<file path="config.mk">
export PLATFORM = sky130hd
export DESIGN_NAME = utf8_validating_json_escaper
export DESIGN_NICKNAME = d
export VERILOG_FILES = /design/src/uvje_pkg.sv /design/src/uvje_front.sv /design/src/uvje_queue.sv /design/src/uvje_back.sv /design/src/utf8_validating_json_escaper.sv
export SDC_FILE = /design/constraint.sdc
export NUM_CORES = 1
export LEC_CHECK = 0
export ABC_CLOCK_PERIOD_IN_PS = 5100
export BUFFER_PORTS_ARGS = -buffer_cell sky130_fd_sc_hd__buf_2
export CORE_MARGIN = 2
export CORE_UTILIZATION = 55
export DETAILED_ROUTE_END_ITERATION = 12
export HOLD_SLACK_MARGIN = 0.05
export MAX_ROUTING_LAYER = met4
export PLACE_DENSITY = 0.82
export RECOVER_POWER = 100
export SLEW_MARGIN = 20
export SYNTH_ARGS = -nofsm -noshare
export SYNTH_HDL_FRONTEND = slang
export SYNTH_SLANG_ARGS = --single-unit
export TNS_END_PERCENT = 50
</file>
<file path="constraint.sdc">
create_clock -name clk_i -period 5.1 [get_ports clk_i]
set_input_delay 0.765 -clock clk_i [delete_from_list [all_inputs] [get_ports clk_i]]
set_output_delay 0.765 -clock clk_i [all_outputs]
set_load 0.02 [all_outputs]
</file>
<file path="src/uvje_pkg.sv">
// Shared types, character codes and helpers of the JSON string escaper.
package uvje_pkg;

  localparam int unsigned QUEUE_DEPTH = 2;
  localparam int unsigned SLOT_COUNT  = 4;

  localparam logic [7:0] CHAR_QUOTE  = 8'h22;
  localparam logic [7:0] CHAR_BSLASH = 8'h5c;
  localparam logic [7:0] CHAR_U      = 8'h75;
  localparam logic [7:0] CHAR_ZERO   = 8'h30;

  localparam logic [7:0] PRINT_LO  = 8'h20;
  localparam logic [7:0] PRINT_HI  = 8'h7e;
  localparam logic [7:0] LEAD_LO   = 8'hc2;
  localparam logic [7:0] LEAD2_HI  = 8'hdf;
  localparam logic [7:0] LEAD3_HI  = 8'hef;
  localparam logic [7:0] LEAD_HI   = 8'hf4;
  localparam logic [7:0] CONT_LO   = 8'h80;
  localparam logic [7:0] CONT_HI   = 8'hbf;

  // How one byte of a record is written out.
  typedef enum logic [1:0] {
    MODE_LIT,
    MODE_PAIR,
    MODE_ESC
  } uvje_mode_e;

  typedef enum logic [1:0] {
    PH_OPEN,
    PH_SLOT,
    PH_CLOSE
  } uvje_phase_e;

  typedef struct packed {
    uvje_mode_e mode;
    logic [7:0] data;
  } uvje_slot_t;

  // All the output caused by one input byte: optional opening quote, up to
  // four bytes each written in its own mode, and an optional closing quote.
  typedef struct packed {
    logic                         open;
    logic                         close;
    logic [2:0]                   n;
    uvje_slot_t [SLOT_COUNT-1:0]  slots;
  } uvje_rec_t;

  function automatic uvje_slot_t mk_slot(input uvje_mode_e mode, input logic [7:0] data);
    uvje_slot_t s;
    s.mode = mode;
    s.data = data;
    return s;
  endfunction

  // Lowercase hexadecimal digit.
  function automatic logic [7:0] hex_char(input logic [3:0] nib);
    logic [7:0] c;
    if (nib < 4'd10) begin
      c = CHAR_ZERO + {4'h0, nib};
    end else begin
      c = 8'h57 + {4'h0, nib};
    end
    return c;
  endfunction

endpackage

</file>
<file path="src/uvje_front.sv">
// Front end: UTF-8 sequence tracking and classification of each input byte.
module uvje_front import uvje_pkg::*; (
  input  logic       clk_i,
  input  logic       rst_ni,
  input  logic       accept_i,
  input  logic [7:0] in_byte_i,
  input  logic       string_last_i,
  output logic       push_o,
  output uvje_rec_t  rec_o
);

  logic       open_q, open_d;
  logic [7:0] lead_q, lead_d;
  logic [2:0] exp_q, exp_d;
  logic [1:0] cnt_q, cnt_d;
  logic [7:0] cont_q [2];
  logic [7:0] cont_d [2];

  uvje_rec_t  rec;
  logic [2:0] idx;
  logic       fresh;
  logic       cont_ok;
  logic [7:0] b;

  assign b = in_byte_i;

  always_comb begin
    cont_ok = (b >= CONT_LO) && (b <= CONT_HI);
    if (cnt_q == 2'd0) begin
      if ((lead_q == 8'he0 && b < 8'ha0) || (lead_q == 8'hed && b > 8'h9f) ||
          (lead_q == 8'hf0 && b < 8'h90) || (lead_q == 8'hf4 && b > 8'h8f)) begin
        cont_ok = 1'b0;
      end
    end
  end

  always_comb begin
    rec       = '0;
    idx       = 3'd0;
    fresh     = 1'b0;
    open_d    = open_q;
    lead_d    = lead_q;
    exp_d     = exp_q;
    cnt_d     = cnt_q;
    cont_d    = cont_q;
    rec.open  = !open_q;

    if (exp_q == 3'd0) begin
      fresh = 1'b1;
    end else if (!cont_ok) begin
      // The pending sequence fails: escape what is held, then start afresh.
      rec.slots[idx[1:0]] = mk_slot(MODE_ESC, lead_q);
      idx = idx + 3'd1;
      if (cnt_q >= 2'd1) begin
        rec.slots[idx[1:0]] = mk_slot(MODE_ESC, cont_q[0]);
        idx = idx + 3'd1;
      end
      if (cnt_q >= 2'd2) begin
        rec.slots[idx[1:0]] = mk_slot(MODE_ESC, cont_q[1]);
        idx = idx + 3'd1;
      end
      exp_d = 3'd0;
      cnt_d = 2'd0;
      fresh = 1'b1;
    end else if (({1'b0, cnt_q} + 3'd2) >= exp_q) begin
      rec.slots[idx[1:0]] = mk_slot(MODE_LIT, lead_q);
      idx = idx + 3'd1;
      if (cnt_q >= 2'd1) begin
        rec.slots[idx[1:0]] = mk_slot(MODE_LIT, cont_q[0]);
        idx = idx + 3'd1;
      end
      if (cnt_q >= 2'd2) begin
        rec.slots[idx[1:0]] = mk_slot(MODE_LIT, cont_q[1]);
        idx = idx + 3'd1;
      end
      rec.slots[idx[1:0]] = mk_slot(MODE_LIT, b);
      idx = idx + 3'd1;
      exp_d = 3'd0;
      cnt_d = 2'd0;
    end else begin
      cont_d[cnt_q[0]] = b;
      cnt_d = cnt_q + 2'd1;
    end

    if (fresh) begin
      if (b == CHAR_QUOTE || b == CHAR_BSLASH) begin
        rec.slots[idx[1:0]] = mk_slot(MODE_PAIR, b);
        idx = idx + 3'd1;
      end else if (b >= PRINT_LO && b <= PRINT_HI) begin
        rec.slots[idx[1:0]] = mk_slot(MODE_LIT, b);
        idx = idx + 3'd1;
      end else if (b >= LEAD_LO && b <= LEAD_HI) begin
        lead_d = b;
        cnt_d  = 2'd0;
        if (b <= LEAD2_HI) begin
          exp_d = 3'd2;
        end else if (b <= LEAD3_HI) begin
          exp_d = 3'd3;
        end else begin
          exp_d = 3'd4;
        end
      end else begin
        rec.slots[idx[1:0]] = mk_slot(MODE_ESC, b);
        idx = idx + 3'd1;
      end
    end

    if (string_last_i) begin
      // A sequence cut short by the end of the string is escaped.
      if (exp_d != 3'd0) begin
        rec.slots[idx[1:0]] = mk_slot(MODE_ESC, lead_d);
        idx = idx + 3'd1;
        if (cnt_d >= 2'd1) begin
          rec.slots[idx[1:0]] = mk_slot(MODE_ESC, cont_d[0]);
          idx = idx + 3'd1;
        end
        if (cnt_d >= 2'd2) begin
          rec.slots[idx[1:0]] = mk_slot(MODE_ESC, cont_d[1]);
          idx = idx + 3'd1;
        end
      end
      exp_d     = 3'd0;
      cnt_d     = 2'd0;
      rec.close = 1'b1;
      open_d    = 1'b0;
    end else begin
      open_d = 1'b1;
    end
    rec.n = idx;
  end

  assign rec_o  = rec;
  assign push_o = accept_i && (rec.open || rec.close || (rec.n != 3'd0));

  always_ff @(posedge clk_i or negedge rst_ni) begin
    if (!rst_ni) begin
      open_q <= 1'b0;
      lead_q <= 8'h00;
      exp_q  <= 3'd0;
      cnt_q  <= 2'd0;
    end else if (accept_i) begin
      open_q <= open_d;
      lead_q <= lead_d;
      exp_q  <= exp_d;
      cnt_q  <= cnt_d;
    end
  end

  always_ff @(posedge clk_i) begin
    if (accept_i) begin
      cont_q <= cont_d;
    end
  end

endmodule

</file>
<file path="src/uvje_queue.sv">
// Short record queue between the front end and the character sequencer.
module uvje_queue import uvje_pkg::*; #(
  parameter int unsigned Depth = QUEUE_DEPTH
) (
  input  logic      clk_i,
  input  logic      rst_ni,
  input  logic      push_i,
  input  uvje_rec_t data_i,
  output logic      full_o,
  input  logic      pop_i,
  output logic      valid_o,
  output uvje_rec_t data_o
);

  localparam int unsigned PtrW = (Depth > 1) ? $clog2(Depth) : 1;
  localparam int unsigned CntW = $clog2(Depth + 1);

  uvje_rec_t       mem_q [Depth];
  logic [PtrW-1:0] wr_ptr_q, rd_ptr_q;
  logic [CntW-1:0] cnt_q, cnt_d;

  assign full_o  = (cnt_q == CntW'(Depth));
  assign valid_o = (cnt_q != '0);
  assign data_o  = mem_q[rd_ptr_q];

  always_comb begin
    cnt_d = cnt_q;
    if (push_i && !pop_i) begin
      cnt_d = cnt_q + 1'b1;
    end else if (pop_i && !push_i) begin
      cnt_d = cnt_q - 1'b1;
    end
  end

  always_ff @(posedge clk_i or negedge rst_ni) begin
    if (!rst_ni) begin
      wr_ptr_q <= '0;
      rd_ptr_q <= '0;
      cnt_q    <= '0;
    end else begin
      cnt_q <= cnt_d;
      if (push_i) begin
        wr_ptr_q <= (wr_ptr_q == PtrW'(Depth - 1)) ? '0 : wr_ptr_q + 1'b1;
      end
      if (pop_i) begin
        rd_ptr_q <= (rd_ptr_q == PtrW'(Depth - 1)) ? '0 : rd_ptr_q + 1'b1;
      end
    end
  end

  always_ff @(posedge clk_i) begin
    if (push_i) begin
      mem_q[wr_ptr_q] <= data_i;
    end
  end

endmodule

</file>
<file path="src/uvje_back.sv">
// Back end: expands records into output characters behind an output register.
module uvje_back import uvje_pkg::*; (
  input  logic       clk_i,
  input  logic       rst_ni,
  input  logic       rec_valid_i,
  input  uvje_rec_t  rec_i,
  output logic       pop_o,
  output logic       out_valid_o,
  input  logic       out_stall_i,
  output logic [7:0] out_char_o,
  output logic       run_last_o,
  output logic       string_done_o
);

  uvje_rec_t   cur_q;
  logic        cur_valid_q;
  uvje_phase_e ph_q, ph_d, start_ph;
  logic [1:0]  slot_q, slot_d;
  logic [2:0]  sub_q, sub_d;

  logic        out_valid_q;
  logic [7:0]  out_char_q;
  logic        run_last_q;
  logic        string_done_q;

  logic        adv, emit, done, load;
  logic [7:0]  ch;
  logic [2:0]  sub_end;
  uvje_slot_t  s;

  assign adv  = !out_valid_q || !out_stall_i;
  assign emit = cur_valid_q && adv;
  assign load = rec_valid_i && (!cur_valid_q || (emit && done));
  assign s    = cur_q.slots[slot_q];

  always_comb begin
    if (rec_i.open) begin
      start_ph = PH_OPEN;
    end else if (rec_i.n != 3'd0) begin
      start_ph = PH_SLOT;
    end else begin
      start_ph = PH_CLOSE;
    end
  end

  // Next position within the current record.
  always_comb begin
    ph_d   = ph_q;
    slot_d = slot_q;
    sub_d  = sub_q;
    done   = 1'b0;
    case (s.mode)
      MODE_LIT:  sub_end = 3'd0;
      MODE_PAIR: sub_end = 3'd1;
      MODE_ESC:  sub_end = 3'd5;
      default:   sub_end = 3'd0;
    endcase
    case (ph_q)
      PH_OPEN: begin
        if (cur_q.n != 3'd0) begin
          ph_d   = PH_SLOT;
          slot_d = 2'd0;
          sub_d  = 3'd0;
        end else if (cur_q.close) begin
          ph_d = PH_CLOSE;
        end else begin
          done = 1'b1;
        end
      end
      PH_SLOT: begin
        if (sub_q != sub_end) begin
          sub_d = sub_q + 3'd1;
        end else if (({1'b0, slot_q} + 3'd1) < cur_q.n) begin
          slot_d = slot_q + 2'd1;
          sub_d  = 3'd0;
        end else if (cur_q.close) begin
          ph_d = PH_CLOSE;
        end else begin
          done = 1'b1;
        end
      end
      PH_CLOSE: done = 1'b1;
      default:  done = 1'b1;
    endcase
  end

  // Character at the current position.
  always_comb begin
    ch = CHAR_QUOTE;
    case (ph_q)
      PH_SLOT: begin
        case (s.mode)
          MODE_LIT:  ch = s.data;
          MODE_PAIR: ch = (sub_q == 3'd0) ? CHAR_BSLASH : s.data;
          MODE_ESC: begin
            case (sub_q)
              3'd0:    ch = CHAR_BSLASH;
              3'd1:    ch = CHAR_U;
              3'd2:    ch = CHAR_ZERO;
              3'd3:    ch = CHAR_ZERO;
              3'd4:    ch = hex_char(s.data[7:4]);
              default: ch = hex_char(s.data[3:0]);
            endcase
          end
          default:   ch = s.data;
        endcase
      end
      default: ch = CHAR_QUOTE;
    endcase
  end

  assign pop_o = load;

  always_ff @(posedge clk_i or negedge rst_ni) begin
    if (!rst_ni) begin
      cur_valid_q <= 1'b0;
      ph_q        <= PH_OPEN;
      slot_q      <= 2'd0;
      sub_q       <= 3'd0;
      out_valid_q <= 1'b0;
    end else begin
      if (load) begin
        cur_valid_q <= 1'b1;
        ph_q        <= start_ph;
        slot_q      <= 2'd0;
        sub_q       <= 3'd0;
      end else if (emit) begin
        cur_valid_q <= !done;
        ph_q        <= ph_d;
        slot_q      <= slot_d;
        sub_q       <= sub_d;
      end
      if (adv) begin
        out_valid_q <= emit;
      end
    end
  end

  always_ff @(posedge clk_i) begin
    if (load) begin
      cur_q <= rec_i;
    end
    if (emit) begin
      out_char_q    <= ch;
      run_last_q    <= done;
      string_done_q <= (ph_q == PH_CLOSE);
    end
  end

  assign out_valid_o   = out_valid_q;
  assign out_char_o    = out_char_q;
  assign run_last_o    = run_last_q;
  assign string_done_o = string_done_q;

  // The closing quote is always the final character of its record.
  assert property (@(posedge clk_i) disable iff (!rst_ni)
    out_valid_o && string_done_o |-> run_last_o)
    else $error("closing quote not marked as end of run");

  // A record in flight never points beyond its own byte slots.
  assert property (@(posedge clk_i) disable iff (!rst_ni)
    cur_valid_q && ph_q == PH_SLOT |-> ({1'b0, slot_q} < cur_q.n))
    else $error("slot index beyond record length");

  // A record without any output would stall the sequencer for nothing.
  assert property (@(posedge clk_i) disable iff (!rst_ni)
    cur_valid_q |-> (cur_q.open || cur_q.close || cur_q.n != 3'd0))
    else $error("empty record reached the sequencer");

  // A completed output transfer with a current record always brings a new character.
  assert property (@(posedge clk_i) disable iff (!rst_ni)
    out_valid_o && !out_stall_i && cur_valid_q |=> out_valid_o)
    else $error("output bubble while a record was pending");

endmodule

</file>
<file path="src/utf8_validating_json_escaper.sv">
// Top level of the UTF-8 validating JSON string escaper.
//
// Input channel: one raw string byte per transfer (in_byte_i), with
// string_last_i high on the final byte. Output channel: one character of the
// quoted JSON text per transfer; run_last_o marks the last character caused
// by an input byte and string_done_o marks the closing quote.
// Both channels use valid/stall; a transfer happens when valid is high and
// stall is low.
// The front end classifies each byte in the cycle it is accepted and writes a
// record into a two-entry queue; the back end turns records into characters,
// one per cycle, into an output register. With the back end idle, a byte's
// first character goes through the queue, the current record and the output
// register. Throughput is one character per cycle while out_stall_i is low,
// so unchanged text runs at one byte per cycle. A byte that expands to
// several characters (an escape is six) holds the back end for all of them,
// and the queue then raises in_stall_o. Bytes that only extend a pending UTF-8
// sequence give no output and take no queue entry, but wait while it is full.
// Reset clears the sequence tracker, the queue and the output register.
// While out_stall_i is high the output character holds and, once the queue
// fills, in_stall_o is raised.
module utf8_validating_json_escaper import uvje_pkg::*; #(
  parameter int unsigned QueueDepth = QUEUE_DEPTH
) (
  input  logic       clk_i,
  input  logic       rst_ni,
  input  logic       in_valid_i,
  output logic       in_stall_o,
  input  logic [7:0] in_byte_i,
  input  logic       string_last_i,
  output logic       out_valid_o,
  input  logic       out_stall_i,
  output logic [7:0] out_char_o,
  output logic       run_last_o,
  output logic       string_done_o
);

  logic      q_full, q_valid, q_pop, push;
  uvje_rec_t front_rec, q_rec;

  assign in_stall_o = q_full;

  uvje_front u_front (
    .clk_i         (clk_i),
    .rst_ni        (rst_ni),
    .accept_i      (in_valid_i && !q_full),
    .in_byte_i     (in_byte_i),
    .string_last_i (string_last_i),
    .push_o        (push),
    .rec_o         (front_rec)
  );

  uvje_queue #(
    .Depth (QueueDepth)
  ) u_queue (
    .clk_i   (clk_i),
    .rst_ni  (rst_ni),
    .push_i  (push),
    .data_i  (front_rec),
    .full_o  (q_full),
    .pop_i   (q_pop),
    .valid_o (q_valid),
    .data_o  (q_rec)
  );

  uvje_back u_back (
    .clk_i         (clk_i),
    .rst_ni        (rst_ni),
    .rec_valid_i   (q_valid),
    .rec_i         (q_rec),
    .pop_o         (q_pop),
    .out_valid_o   (out_valid_o),
    .out_stall_i   (out_stall_i),
    .out_char_o    (out_char_o),
    .run_last_o    (run_last_o),
    .string_done_o (string_done_o)
  );

endmodule
</file>
# After elaboration in Yosys (flattened, before gate mapping)
# Memories as Yosys holds them, arrays and structs flattened.
# Cells that the tools add are included.
# word_totals
out_inout_bits	12
n_memories	1
mem_bits_rw	90
inputBits	13
register_bits	97
elab_cells	309
# memory_table
name	words	word_bits	read_ports	rd_ports_with_merged_regs	wr	line	rtl
u_queue.mem_q	2	45	1	0	1	uvje_queue.sv:18	uvje_rec_t mem_q [Depth];
# op_classes
n_mux	148
bitwise	1
n_reduce_logical	54
order_cmp	37
addsub	20
eq_ne	21
# op_table
cell	n
$mux W40	18
$bwmux W40	9
$demux W10 S2	7
$mux W10	14
$mux W3	38
$mux W8	9
$mux W16	3
$mux W2	24
$eq A8 B8 Y1 const B	4
$le A8 B8 Y1 const B	4
$pmux W8 S4	1
$add A3 B1 Y3 const B	8
$lt A2 B3 Y1 const B	8
$logic_and A1 B1 Y1	22
$bmux W10 S2	1
$ge A2 B1 Y1 const B	9
$add A7 B4 Y8 const A	2
$bwmux W16	1
$ge A8 B8 Y1 const B	2
$gt A8 B8 Y1 const B	2
$lt A8 B8 Y1 const B	2
$mux W1	16
$pmux W8 S2	1
$reduce_bool A3 Y1	5
other kinds (37)	71

# Depth between registers and ports, before layout
# Gate-level depths: netlist of run 1.
# depth
ltp_word	39
mapped_depth	26
ltp_nobuf	23

# Hierarchy
# Synthesis of run 1 repeated with hierarchy kept, for this count alone.
# hier_totals
cells_unflattened	890
hier_area_um2	10861.7
# modules_own_cells
module	cells_per_inst	n_inst	area_each_um2	seq_area_each_um2
uvje_front	501	1	4120.2	830.8
uvje_queue	156	1	3636.0	2802.7
uvje_back	232	1	3091.7	1846.8
utf8_validating_json_escaper	1	1	13.8	0.0

# Least setup slack after synthesis of run 1
# No wires, ideal clock.
# synth_timing
path_type	input to register
from	in in_byte_i[4]
to	mem u_queue.mem_q[0][0] in the netlist's numbering (enable)
t_arrival_ns	4.870
stages	15
slack_ns	-0.223
cell_sequence	nor4bb_1 > a22o_1 > o21a_2 > buf_6 > nor2_1 > nand2_1 > o21ai_0 > nand2_1 > inv_1 > ha_1 > a32o_1 > buf_2 > nor4_2 > a21oi_2 > nor2b_1
# synth_via
elab_chain_len	28
# synth_lines
item	line	rtl
start, declared	utf8_validating_json_escaper.sv:28	input logic [7:0] in_byte_i,
$lt A8 B8 Y1 or $gt A8 B8 Y1 (tied branches)	uvje_front.sv:30	if ((lead_q == 8'he0 && b < 8'ha0) || (lead_q == 8'hed && b > 8'h9f) ||
$logic_and A1 B1 Y1	uvje_front.sv:30	
$logic_or A1 B1 Y1 (2 in series)	uvje_front.sv:30	
$logic_or A1 B1 Y1	uvje_front.sv:31	(lead_q == 8'hf0 && b < 8'h90) || (lead_q == 8'hf4 && b > 8'h8f)) begin
$mux W1	uvje_front.sv:30	
$mux W1	uvje_front.sv:29	if (cnt_q == 2'd0) begin
$mux W3	uvje_front.sv:50	end else if (!cont_ok) begin
$mux W3	uvje_front.sv:48	if (exp_q == 3'd0) begin
[11 not listed]	n/a	
$mux W3	uvje_front.sv:117	if (cnt_d >= 2'd2) begin
$mux W3	uvje_front.sv:110	if (exp_d != 3'd0) begin
$mux W3 *	uvje_front.sv:108	if (string_last_i) begin
$reduce_bool A3 Y1 *	uvje_front.sv:133	assign push_o = accept_i && (rec.open || rec.close || (rec.n != 3'd0));
$logic_or A1 B1 Y1 *	uvje_front.sv:133	
$logic_and A1 B1 Y1 *	uvje_front.sv:133	
$mux W1 *	uvje_queue.sv:52	if (push_i) begin
$mux W1 (not written as such) *	uvje_queue.sv:53	mem_q[wr_ptr_q] <= data_i;
end, declared	uvje_queue.sv:18	
# Every way passes the cells marked *; elsewhere a longest branch is shown, timed or not. The select of a mux whose other input is x is not followed.

==> impl.org, run 1 <==
** Setup path
- STA classifies the critical path endpoint as a register.
- Maximum fanout count along the critical path :: 8
- In this run the number of cells on the critical path is 11.
- The worst register-to-register path has a depth of 11.
- The number of buffers and inverters on the critical path is 3.
- The most numerous cell type found on the critical path is inv_1.
- STA puts the critical path data arrival time at 4970 ps.
- Start-to-end type of the worst setup path :: reg2reg
- Data on the critical path is required at its endpoint by 5240 ps.
- Slowest stage cell on the critical path :: nor3_1
- Crit start category :: register
- Largest delay contributor family on the critical path :: simple AND/OR/NAND/NOR gates
- The largest single stage delay on the critical path is 1270 ps.
- The critical path goes through inv_1 -> ha_1 -> nand2b_1 -> a31oi_1 -> clkbuf_1 -> nand2_1 -> nor3_1 -> mux2i_1 -> inv_1 -> a22oi_1 -> o21ai_1.

** STA
- Maximum clock frequency :: 207 MHz
- The final hold violation count came to 0.
- Rel. slew slack :: -79.1%
- Maximum clock skew at final layout :: 11.7 ps
- At the pin with the least slew margin, the transition time is 2690 ps.
- Setup total negative slack on the finished layout was measured at 0 ps.
- After layout, the minimum clock period comes to 4830 ps.
- Count of final max-slew check failures :: 83
- Setup repair after global routing left no endpoint under its margin.
- Final-report setup violation count :: 0
- Hold timing on the final database bottoms out at a slack of 483 ps.
- Final period util :: 94.7%

** Final layout
- Fraction of layout cells with a size suffix above 1 :: 16.5%
- P&R area growth vs syn :: 8.77%
- Final instance count without filler cells :: 1,182
- Number of diodes :: 0
- Layout net count :: 980

** Floorplan
- Starting Density :: 56.1%
- Row generation in the floorplan step produced 50 rows.
- Measured along the x axis, the die boundary spans 142 µm.
- Core Area :: 18,800 µm²
- During I/O placement, the number of pins put on the boundary was 25.
- Area enclosed by the die boundary :: 20,300 µm²
- Die outline height :: 142 µm

** Route
- Dividing the detail-routed via count by the number of cells gives 6.61.
- The detail route stage leaves a number of antenna-violating nets equal to 0.
- For this block, the initial DRC count from the detailed router was 928.
- Final WL :: 26,900 µm
- The pre-antenna-repair detailed-routing pass consisted of 7 iterations.
- Dividing the detail-routed wire length by the instance count gives 22.8 µm.
- Total number of vias :: 7,812
- Detailed-route DRC error count :: 0

** CTS
- Clock-pin slew was measured on the worst setup and hold paths at 70 ps.
- TritonCTS built the clock tree.
- # resized after CTS :: 0
- For the worst-skew pair, the clock arrives at the later sink with an insertion delay of 440 ps.
- Number of buffers created by CTS :: 17
- Post-CTS timing repair inserted 0 buffers for setup.
- The tree is rooted in a clkbuf_16.
- Clock Path Buffers :: 2
- Hold buffer count at cts :: 0
- Clock tree synthesis found a total of 187 sinks.
- H-tree lvl count :: 4

** Synth
- Summing the sequential cell areas from Yosys gives 52.0% of the chip area.
- For this run, the leading register cell type out of synthesis is edfxtp_1.
- Counting flops and latches in the post-synthesis netlist gives 187.
- Leading area contributor after synthesis :: edfxtp_1
- Synth Cell Area :: 10,500 µm²
- Post-Synthesis Net Count :: 948
- Syn Area/Cell :: 11.7 µm²
- Synthesis instantiated 84 different standard cells from the library.
- In the post-synthesis netlist, the biggest area contributors are edfxtp_1, dfrtp_1, mux2_2.
- During synthesis, Yosys emitted a total of 0 warnings.
- Synth top area share :: 45.6%
- In the synthesized netlist the async set-or-reset flop fraction comes to 14.4%.
- Post-Synthesis Cells :: 903
- Post-synth EDFFs :: 160

** Placed design
- Once detailed placement completed, the half-perimeter wirelength came to 19,200 µm.
- Instance count after placement with tap cells included :: 1,150
- Weighted congestion at the end of routability-driven global placement :: 1.02
- Count of buffers from port buffering :: 24

** Hold path
- Hold Path Depth :: 1
- The tightest min-delay check is of the reg2reg type.

** Power and ir drop
- Net switching is 36.4% of the power.
- The share of total power dissipated in combinational logic is 35.5%.
- Static leakage :: 4.12 nW
- Cell internal power was estimated by the tool at 3.70 mW.
- Power Dens Cells :: 508 nW/µm²
- Of the total power, registers draw 42.0%.
- Fraction of power consumed by the clock network :: 22.5%
- Summed over all nets, the switching power comes to 2.12 mW.
- Power consumption :: 5.82 mW
- IR drop worst, VDD :: 0.000282 V

** Global route
- Wire length of the first global-routing pass :: 42,900 µm
- Vias in the first global route :: 7,615
- Overall track demand over capacity in global routing :: 28.5%
- After global routing the overflow that remains totals 0.
- Antenna violations before repair :: 0
- Entering global routing, the biggest net connects 54 pins.

** Outcome
- The final reports fail on capacitance limit, slew limit.
- The flow ran to the end, but the final reports show violations.

** Run
- Max-capacitance violation count :: 3
-- path summary, 6_finish.rpt --
path | start | to | slack [ps]
worst max register to register | u_front.cnt_q[0]$_DFFE_PN0P_ | u_queue.mem_q[0][0]$_DFFE_PP_ | 270
min in group asynchronous | rst_ni | u_back.out_valid_o$_DFFE_PN0N_ | 750
max in group asynchronous | rst_ni | u_queue.rd_ptr_q$_DFFE_PN0P_ | 3240
worst min register to register | u_front.open_q$_DFFE_PN0P_ | u_front.open_q$_DFFE_PN0P_ | 480
worst min-delay path | u_front.open_q$_DFFE_PN0P_ | u_front.open_q$_DFFE_PN0P_ | 480
worst max-delay path | u_front.cnt_q[0]$_DFFE_PN0P_ | u_queue.mem_q[0][0]$_DFFE_PP_ | 270
-- through the flow --
step           util, %  worst slack, ps  cell area (µm²)
3_3_place_gp      58.6              520            11000
3_5_place_dp      58.6              415            11000
2_1_floorplan        -              532            10500
5_1_grt           61.0             72.9            11500
6_report          61.0              273            11500
4_1_cts           61.7              583            11600
-- state kept, by name, indices dropped and copies added, names as in the netlist, 3 cells and up --
| register | count |
|---|---|
| u_front.lead_q | 8 |
| u_back.out_char_o | 8 |
| u_front.cont_q | 16 |
| u_back.sub_q | 3 |
| u_front.exp_q | 3 |
| u_back.cur_q | 44 |
| u_queue.mem_q | 90 |
-- power groups by stage --
stage               Sequential (mW)  Combinational [mW]  Clock [mW]
floorplan                      2.45                1.46           0
global placement               2.44                2.07           0
detailed placement             2.46                2.09           0
CTS                            2.43                2.11        1.32
global route                   2.48                2.26        1.38
finish                         2.44                2.07        1.31
-- cells in the mapped netlist, types with 4 or more instances --
library cell,number
o22ai_1,9
a21oi_1,46
a221oi_1,18
o211ai_1,12
a21o_1,11
o21ai_1,11
xnor2_1,5
mux4_2,10
o21a_1,4
a32o_1,5
buf_2,15
o2bb2ai_1,4
o21ai_0,46
nor2_1,65
a31oi_1,12
mux2_2,56
and3_1,4
xor2_1,5
nand4_1,5
nand3b_1,4
and2_1,12
o21ai_2,5
edfxtp_1,160
dfrtp_1,27
nor3_2,4
inv_1,44
nand3_1,16
nor2b_1,9
buf_6,8
nand2_1,68
o221ai_1,7
a211oi_1,5
nand2_4,4
a22oi_1,12
a31o_2,5
a22o_1,9
nand2b_1,13
clkbuf_1,19
or3_1,4
ha_1,32
nor3_1,16
mux2i_1,17
-- cell families after synthesis --
group	count (synthesis)	share of synthesized area (%)
adder cells (fa/ha/maj)	32	3.80
AO/OA/AOI/OAI	258	17.8
multiplexers	84	9.85
AND/OR/NAND/NOR	244	11.7
buffers and inverters	88	3.92
XOR/XNOR	10	0.832
flip-flops	187	52.0
-- placed cells by master, fill, tap and decap left out, drive strengths merged, types with 18 or more instances in the layout --
| master | n |
|---|---|
| nor2 | 67 |
| nand2 | 72 |
| ha | 32 |
| a221oi | 18 |
| mux2 | 57 |
| dfrtp | 27 |
| edfxtp | 160 |
| a21oi | 49 |
| inv | 50 |
| o21ai | 65 |
| clkbuf | 43 |
| buf | 30 |
| nor3 | 21 |
-- routing by layer --
metal / vias up / track usage, % / wire (µm)
li1: 3535 / - / -
met1: 3712 / 37.2 / 11100
met2: 469 / 44.3 / 12400
met3: 96 / 5.85 / 2320
met4: 0 / 10.6 / 1110
met5: - / - / 0
-- area by class of cell --
cell class,instances,area [µm²]
multi-input combinational,628,4610
clock buffer,17,425
timing repair buffer,56,317
fill,1529,7310
inverter,45,169
clock inverter,15,163
sequential,187,5480
tap,234,293
Note: power is estimated with default switching activity, not from simulation.
==> run 2, diff against run 1 <==
--- a/config.mk
+++ b/config.mk
@@ -8,12 +8,13 @@
 export ABC_CLOCK_PERIOD_IN_PS = 5100
 export BUFFER_PORTS_ARGS = -buffer_cell sky130_fd_sc_hd__buf_2
 export CORE_MARGIN = 2
-export CORE_UTILIZATION = 55
+export CORE_UTILIZATION = 40
 export DETAILED_ROUTE_END_ITERATION = 12
-export HOLD_SLACK_MARGIN = 0.05
+export HOLD_SLACK_MARGIN = 0.15
 export MAX_ROUTING_LAYER = met4
-export PLACE_DENSITY = 0.82
+export PLACE_DENSITY = 0.65
 export RECOVER_POWER = 100
+export REMOVE_ABC_BUFFERS = 1
 export SLEW_MARGIN = 20
 export SYNTH_ARGS = -nofsm -noshare
 export SYNTH_HDL_FRONTEND = slang
==> run 2 against run 1 <==
The flow still finishes with violations (capacitance limit, slew limit). Cell count rose by 8.5%. Sequential share of layout area fell by 0.65 points. Combinational power barely moved. Die area rose by 36%. First-iteration DRC count rose by 1.2%. Wire length rose by 3.5%. Critical path depth rose by 6. Global-route usage fell by 7.6 points. Clock skew rose by 5.6 ps. Flip-flop and latch count did not move. Critical path type unchanged. Critical endpoint is now u_queue.mem_q[0][1]$_DFFE_PP_.
==> impl.org, run 2 (synthesized netlist as in run 1, its figures left out) <==
** Final layout
- The combined flip-flop and latch cell area was 5480 µm² (about the same).
- Fraction of layout cells with a size suffix above 1 :: 16.3% (-0.19 points)
- The register with the most flip-flops in the final layout is u_queue.mem_q.
- The number of filler instances in the final layout came to 2,430 (+59%).
- Number of diodes :: 0 (unchanged)
- P&R area growth vs syn :: 10.2%
- The number of flip-flops in the largest register is 90 (unchanged).
- The layout net count is 979 (-0.10%).
- Largest registers :: u_queue.mem_q x90, u_back.cur_q x44, u_front.cont_q x16
- The multi-input gate area in the final layout was 4590 µm² (-0.30%).
- The total non-filler cell area in the finished layout was 11,600 µm² (+1.4%).
- Commonest non-fill, non-tap cells in the layout :: edfxtp_1, nand2_1, nor2_1
- Most common cell after layout, fill and taps aside :: edfxtp_1

** Floorplan
- Overall die width :: 166 µm (+17%)
- Count of boundary I/O pins :: 25 (unchanged)
- Row Count :: 59 (+18%)
- The die area came to 27,600 µm² (+36%).
- The standard cell core area is 26,000 µm² (+38%).
- Die outline height :: 166 µm (+17%)
- The initial core utilization came to 40.5% (-16 points).

** STA
- The clock period minus worst slack was 4750 ps (-74.6 ps).
- Maximum clock skew at final layout :: 17.3 ps (+5.55 ps)
- The final count of negative-setup-slack endpoints came to 0 (unchanged).
- The count of pins over their slew limit was 68 (-18%).
- Crit path setup slack, layout :: 347 ps (+74.6 ps)
- Setup repair after global routing left no endpoint under its margin.
- The post-route clock period utilization is 93.2% (-1.5 points).
- The slew at the pin closest to its max-slew limit is 1990 ps (-696 ps).
- Maximum clock frequency :: 210 MHz (+1.6%)
- The final hold violation count came to 0 (unchanged).
- The worst-case headroom to the max-slew limit is -32.7% (+46 points).

** Power and ir drop
- The maximum ir drop on the vdd rail came to 0.000227 V (-19%).
- The total power per unit cell area came to 503 nW/µm² (-0.99%).
- Power consumption :: 5.84 mW (+0.35%)
- Static leakage :: 4.14 nW (+0.63%)

** Setup path
- Crit path buf inv count :: 2 (-1)
- Traced cell by cell, the critical path runs through inv_1 -> ha_1 -> nand2b_1 -> a31oi_1 -> nor3_2 -> nand2_1 -> o21a_1 -> ha_1 -> o211ai_1 -> o211ai_1 -> inv_1 -> ha_1 -> nor2_1 -> nand4_1 -> a31oi_1 -> a221oi_1 -> a221oi_1.
- Slowest stage cell on the critical path :: a31oi_1
- The critical path in this run is classified as reg2reg.
- On the critical path the largest part of the delay comes from compound AO/OA/AOI/OAI gates.
- Data required time of the worst path :: 5300 ps (+60 ps)
- The highest net fanout along the worst path was 8 (unchanged).
- Worst R2R Setup Slack :: 350 ps (+70 ps)
- Crit start category :: register
- The arrival time at the worst endpoint came to 4950 ps (-20 ps).
- Kind of end point of the critical path :: register
- Maximum cell stage delay along the critical path :: 590 ps (-680 ps)
- Among the stages of the critical path, the cell type that occurs most often is ha_1.

** Hold path
- The tightest min-delay check is of the reg2reg type.

** Route
- Final ANT Viol Nets :: 0 (unchanged)
- Violation count after the first detailed-route iteration :: 939 (+1.2%)
- Final WL :: 27,900 µm (+3.5%)
- Total number of vias :: 7,702 (-1.4%)
- Detailed-route DRC error count :: 0 (unchanged)
- The via count normalized by instance count was 6.01 (-9.1%).
- The average detailed-routed wire length per instance is 21.7 µm (-4.6%).
- The iteration count of the initial detailed-routing pass was 7 (unchanged).

** Placed design
- The setup slack at placement is 318 ps (-97.1 ps).
- Count of buffers from port buffering :: 24 (unchanged)
- Weighted congestion at the end of routability-driven global placement :: 1.02 (about the same)
- The area of placed instances is 11,100 µm² (+1.1%).
- The sum of net half-perimeters after detailed placement is 19,900 µm (+4.1%).

** CTS
- Sinks on the clock net :: 187 (unchanged)
- Clock Tree Root :: clkbuf_16
- Number of buffers created by CTS :: 17 (unchanged)
- The maximum clock path buffer count was 2 (unchanged).
- TritonCTS built the clock tree.
- The deepest level of the CTS H-tree came to 4 (unchanged).
- # resized after CTS :: 0 (unchanged)
- The number of hold buffers added after cts was 0 (unchanged).
- The clock input transition at the sequential cells of the worst setup and hold paths is 80 ps (about the same).
- Clock latency reported for the late side of the worst-skew pair :: 450 ps (about the same)
- The post-CTS setup buffer count was 0 (unchanged).

** Global route
- The number of global-route vias before repair was 7,347 (-3.5%).
- The global router's overall resource usage is 20.8% (-7.6 points).
- Largest net degree at the start of global routing :: 54 (unchanged)
- Antenna violations before repair :: 0 (unchanged)
- The total overflow reported by the global router is 0 (unchanged).
- The first-pass GRT wire length is 43,100 µm (+0.63%).

** Outcome
- The run finished, with violations left.
- The final reports fail on capacitance limit, slew limit.

** Run
- The number of violations of the max-capacitance limit was 3 (unchanged).
[run 2: where the power goes]
group          switching, mW  internal [mW]
Combinational           1.29          0.777
Clock                  0.665          0.663
Sequential             0.218           2.23
[run 2: final timing paths]
| path | start | depth (start not counted) | end |
|---|---|---|---|
| max reg2reg | u_front.cnt_q[0]$_DFFE_PN0P_ | 17 | u_queue.mem_q[0][1]$_DFFE_PP_ |
| min | u_front.open_q$_DFFE_PN0P_ | 1 | u_front.open_q$_DFFE_PN0P_ |
| max in group asynchronous | rst_ni | 1 | u_back.slot_q[1]$_DFFE_PN0P_ |
| min in group asynchronous | rst_ni | 1 | u_front.lead_q[1]$_DFFE_PN0P_ |
| min reg2reg | u_front.open_q$_DFFE_PN0P_ | 1 | u_front.open_q$_DFFE_PN0P_ |
| max | u_front.cnt_q[0]$_DFFE_PN0P_ | 17 | u_queue.mem_q[0][1]$_DFFE_PP_ |
[run 2: metal layers]
metal  share of wire, %  global-route usage, %
met5                  0                      -
met4                2.5                   6.41
met3                7.6                   5.48
met2                 46                   31.4
met1                 44                   27.6
[run 2: worst register-to-register path, cell delays in order (launching register included)]
cell      delay (ps)
dfrtp_1          500
inv_1            260
ha_1             340
nand2b_1         120
a31oi_1          140
nor3_2           380
nand2_1          150
o21a_1           160
ha_1             290
o211ai_1          80
o211ai_1         160
inv_1            110
ha_1             200
nor2_1           210
nand4_1          310
a31oi_1          590
a221oi_1         120
a221oi_1         410
[run 2: layout make-up]
class / instances / share of cell area, %
Clock buffer: 17 / 3.66
Inverter: 45 / 1.46
Timing Repair Buffer: 55 / 3.01
Tap cell: 335 / 3.61
Multi-Input combinational cell: 628 / 39.6
Clock inverter: 15 / 1.50
Sequential cell: 187 / 47.2
[run 2: metrics by stage]
| stage | std cells | setup TNS, ps | hold slack (ps) | utilization, % |
|---|---|---|---|---|
| floorplan | 860 | -44220 | 450 | - |
| global placement | 1250 | 0 | 459 | 42.8 |
| detailed placement | 1250 | 0 | 466 | 42.8 |
| CTS | 1282 | 0 | 386 | 45.1 |
| global route | 1282 | 0 | 516 | 44.7 |
| finish | 1282 | 0 | 484 | 44.7 |
==> run 3, diff against run 2 <==
--- a/config.mk
+++ b/config.mk
@@ -7,7 +7,7 @@
 export LEC_CHECK = 0
 export ABC_CLOCK_PERIOD_IN_PS = 5100
 export BUFFER_PORTS_ARGS = -buffer_cell sky130_fd_sc_hd__buf_2
-export CORE_MARGIN = 2
+export CORE_ASPECT_RATIO = 0.9
 export CORE_UTILIZATION = 40
 export DETAILED_ROUTE_END_ITERATION = 12
 export HOLD_SLACK_MARGIN = 0.15
==> run 3 against run 2 <==
The flow still finishes with violations (capacitance limit, slew limit). Die area shrank 2.4%. Total power grew 0.11%. Wire length grew 2.6%. Core utilization grew 0.91 points. Flip-flop and latch count is the same. Setup slack lost 41 ps. Combinational power grew 2%. Largest cell class unchanged.
==> impl.org, run 3 (synthesized netlist as in run 1, its figures left out) <==
** Setup path
- The highest net fanout along the worst path is 8 (unchanged).
- The delay of the slowest cell on the worst path is 1290 ps (+700 ps).
- The critical path buffer and inverter count was 3 (+1).
- The worst path required time was 5200 ps (-100 ps).
- On the critical path, the stage with the largest delay is an instance of nor3_1.
- Most common cell on crit path :: inv_1
- The arrival time at the worst endpoint was 4890 ps (-60 ps).
- Crit start category :: register
- Largest delay contributor family on the critical path :: simple AND/OR/NAND/NOR gates
- The critical path goes through inv_1 -> ha_1 -> nand2b_1 -> a31oi_1 -> buf_4 -> nand2_1 -> nor3_1 -> mux2i_1 -> inv_1 -> a22oi_1 -> o21ai_0.
- Start-to-end type of the worst setup path :: reg2reg
- Kind of end point of the critical path :: register

** Power and ir drop
- Flop pwr share :: 41.7% (-0.2 points)
- Switch share :: 36.8% (-0.38 points)
- The design internal power is 3.70 mW (+0.71%).
- Fraction of power consumed by the clock network :: 22.2% (-0.5 points)
- The net load switching power is 2.15 mW (-0.90%).
- Power Dens Cells :: 504 nW/µm² (+0.12%)
- The proportion of power drawn by combinational gates was 36.1% (+0.8 points).
- The leakage dissipation is 4.13 nW (-0.21%).
- IR drop worst, VDD :: 0.000222 V (-2.4%)

** Placed design
- The global placer's final weighted congestion came to 0.975 (-4.2%).
- The sum of net half-perimeters after detailed placement came to 20,600 µm (+3.4%).
- Instance count after placement with tap cells included :: 1,259 (+0.72%)
- The number of buffer cells added on primary ports came to 24 (unchanged).

** Outcome
- Run status :: finished, violations left
- Violations in the final reports :: capacitance limit, slew limit

** STA
- The count of pins over their slew limit is 83 (+22%).
- Final hold violation count :: 0 (unchanged)
- Final-report setup violation count :: 0 (unchanged)
- Post-route setup TNS :: 0 ps (unchanged)
- Final period util :: 94.0% (+0.80 points)
- The clock period minus worst slack is 4790 ps (+40.6 ps).
- The slew at the pin closest to its max-slew limit was 2820 ps (+832 ps).
- Setup repair after global routing left no endpoint under its margin.
- Maximum clock skew at final layout :: 18.2 ps (+0.917 ps)
- Rel. slew slack :: -88.2% (-55 points)
- The maximum clock frequency was 209 MHz (-0.85%).

** CTS
- The clock latency on the worst-skew pair was 440 ps (about the same).
- The clock input transition at the sequential cells of the worst setup and hold paths was 70 ps (about the same).
- The number of clock sinks was 187 (unchanged).
- The deepest level of the CTS H-tree came to 4 (unchanged).
- The number of hold buffers added after cts came to 0 (unchanged).
- The clock buffer count from CTS is 17 (unchanged).
- CTS placed an instance of clkbuf_16 at the clock tree root.
- The post-CTS setup buffer count came to 0 (unchanged).
- TritonCTS built the clock tree.
- # resized after CTS :: 0 (unchanged)
- Clock Path Buffers :: 2 (unchanged)

** Floorplan
- The die outline width came to 173 µm (+4.1%).
- Area enclosed by the die boundary :: 27,000 µm² (-2.4%)
- Starting Density :: 41.4% (+0.83 points)
- The I/O pin total was 25 (unchanged).
- The vertical die dimension was 156 µm (-6.2%).
- Row Count :: 55 (-6.8%)
- The standard cell core area is 25,500 µm² (-2.0%).

** Final layout
- Number of diodes :: 0 (unchanged)
- Final instance count without filler cells :: 1,291 (+0.70%)
- The layout net count was 981 (+0.20%).
- FILL cells :: 2,349 (-3.3%)
- Most common cell after layout, fill and taps aside :: edfxtp_1
- The fraction of layout cells with a size suffix above 1 came to 16.1% (-0.14 points).
- In the layout the commonest cells are edfxtp_1, nand2_1, nor2_1.
- Flip-flop count of the largest register after layout :: 90 (unchanged)
- P&R area growth vs syn :: 10.2% (about the same)
- The largest registers in the layout are u_queue.mem_q x90, u_back.cur_q x44, u_front.cont_q x16.
- The utilization of the core after routing is 45.6% (+0.91 points).
- The register with the most flip-flops in the final layout is u_queue.mem_q.

** Global route
- The maximum number of pins on one net before global-route repair was 54 (unchanged).
- The number of global-route vias before repair was 7,490 (+1.9%).
- The total overflow reported by the global router came to 0 (unchanged).
- Overall track demand over capacity in global routing :: 22.4% (+1.6 points)
- The number of antenna violations at the first check in global routing was 0 (unchanged).
- Wire length of the first global-routing pass :: 44,400 µm (+2.9%)

** Run
- The number of violations of the max-capacitance limit was 3 (unchanged).

** Route
- Routed vias/inst :: 6.01 (about the same)
- Violation count after the first detailed-route iteration :: 981 (+4.5%)
- The wire length after detailed routing is 28,600 µm (+2.6%).
- Final ANT Viol Nets :: 0 (unchanged)
- Drt first pass iters :: 8 (+1)
- The via total after detailed routing was 7,760 (+0.75%).
- WL per Instance :: 22.1 µm (+1.8%)
- Detailed-route DRC error count :: 0 (unchanged)

** Hold path
- Hold Path Class :: reg2reg
==> run 3: metrics by stage <==
step	worst slack, ps	power [mW]	hold slack (ps)	instance area, µm²
2_1_floorplan	-1140	3.88	450	10300
3_3_place_gp	438	4.59	459	11100
3_5_place_dp	346	4.59	471	11100
4_1_cts	556	5.90	387	11700
5_1_grt	42.8	6.17	529	11600
6_report	307	5.85	487	11600
==> run 3: path summary, 6_finish.rpt <==
path / start / cells past startpoint / to / slack (ps)
max in group asynchronous: rst_ni / 1 / u_queue.rd_ptr_q$_DFFE_PN0P_ / 3140
setup / recovery: u_front.cnt_q[0]$_DFFE_PN0P_ / 11 / u_queue.mem_q[1][0]$_DFFE_PP_ / 310
hold / removal: u_front.open_q$_DFFE_PN0P_ / 1 / u_front.open_q$_DFFE_PN0P_ / 490
min in group asynchronous: rst_ni / 1 / u_front.lead_q[0]$_DFFE_PN0P_ / 780
hold reg to reg: u_front.open_q$_DFFE_PN0P_ / 1 / u_front.open_q$_DFFE_PN0P_ / 490
setup reg to reg: u_front.cnt_q[0]$_DFFE_PN0P_ / 11 / u_queue.mem_q[1][0]$_DFFE_PP_ / 310
==> run 3: layer usage <==
| metal | part of all wire, % | track usage, % |
|---|---|---|
| met4 | 2.9 | 7.50 |
| met5 | 0 | - |
| met3 | 8.2 | 4.04 |
| met2 | 44 | 33.6 |
| met1 | 45 | 30.7 |
==> run 3: power by group through the flow <==
stage | clock network (mW) | logic, mW | registers (mW)
after floorplan | 0 | 1.36 | 2.53
after global placement | 0 | 2.13 | 2.45
after detailed placement | 0 | 2.12 | 2.46
after CTS | 1.33 | 2.14 | 2.43
after global routing | 1.38 | 2.30 | 2.48
final | 1.30 | 2.11 | 2.44
==> run 3: layout make-up <==
class                   count  area [µm²]  area share (%)
multi-input cells         628        4600            39.6
flip-flops and latches    187        5480            47.2
inverters                  45         169            1.46
clock buffers              20         458            3.95
well taps                 342         428            3.69
repair buffers             57         353            3.04
clock inverters            12         118            1.01
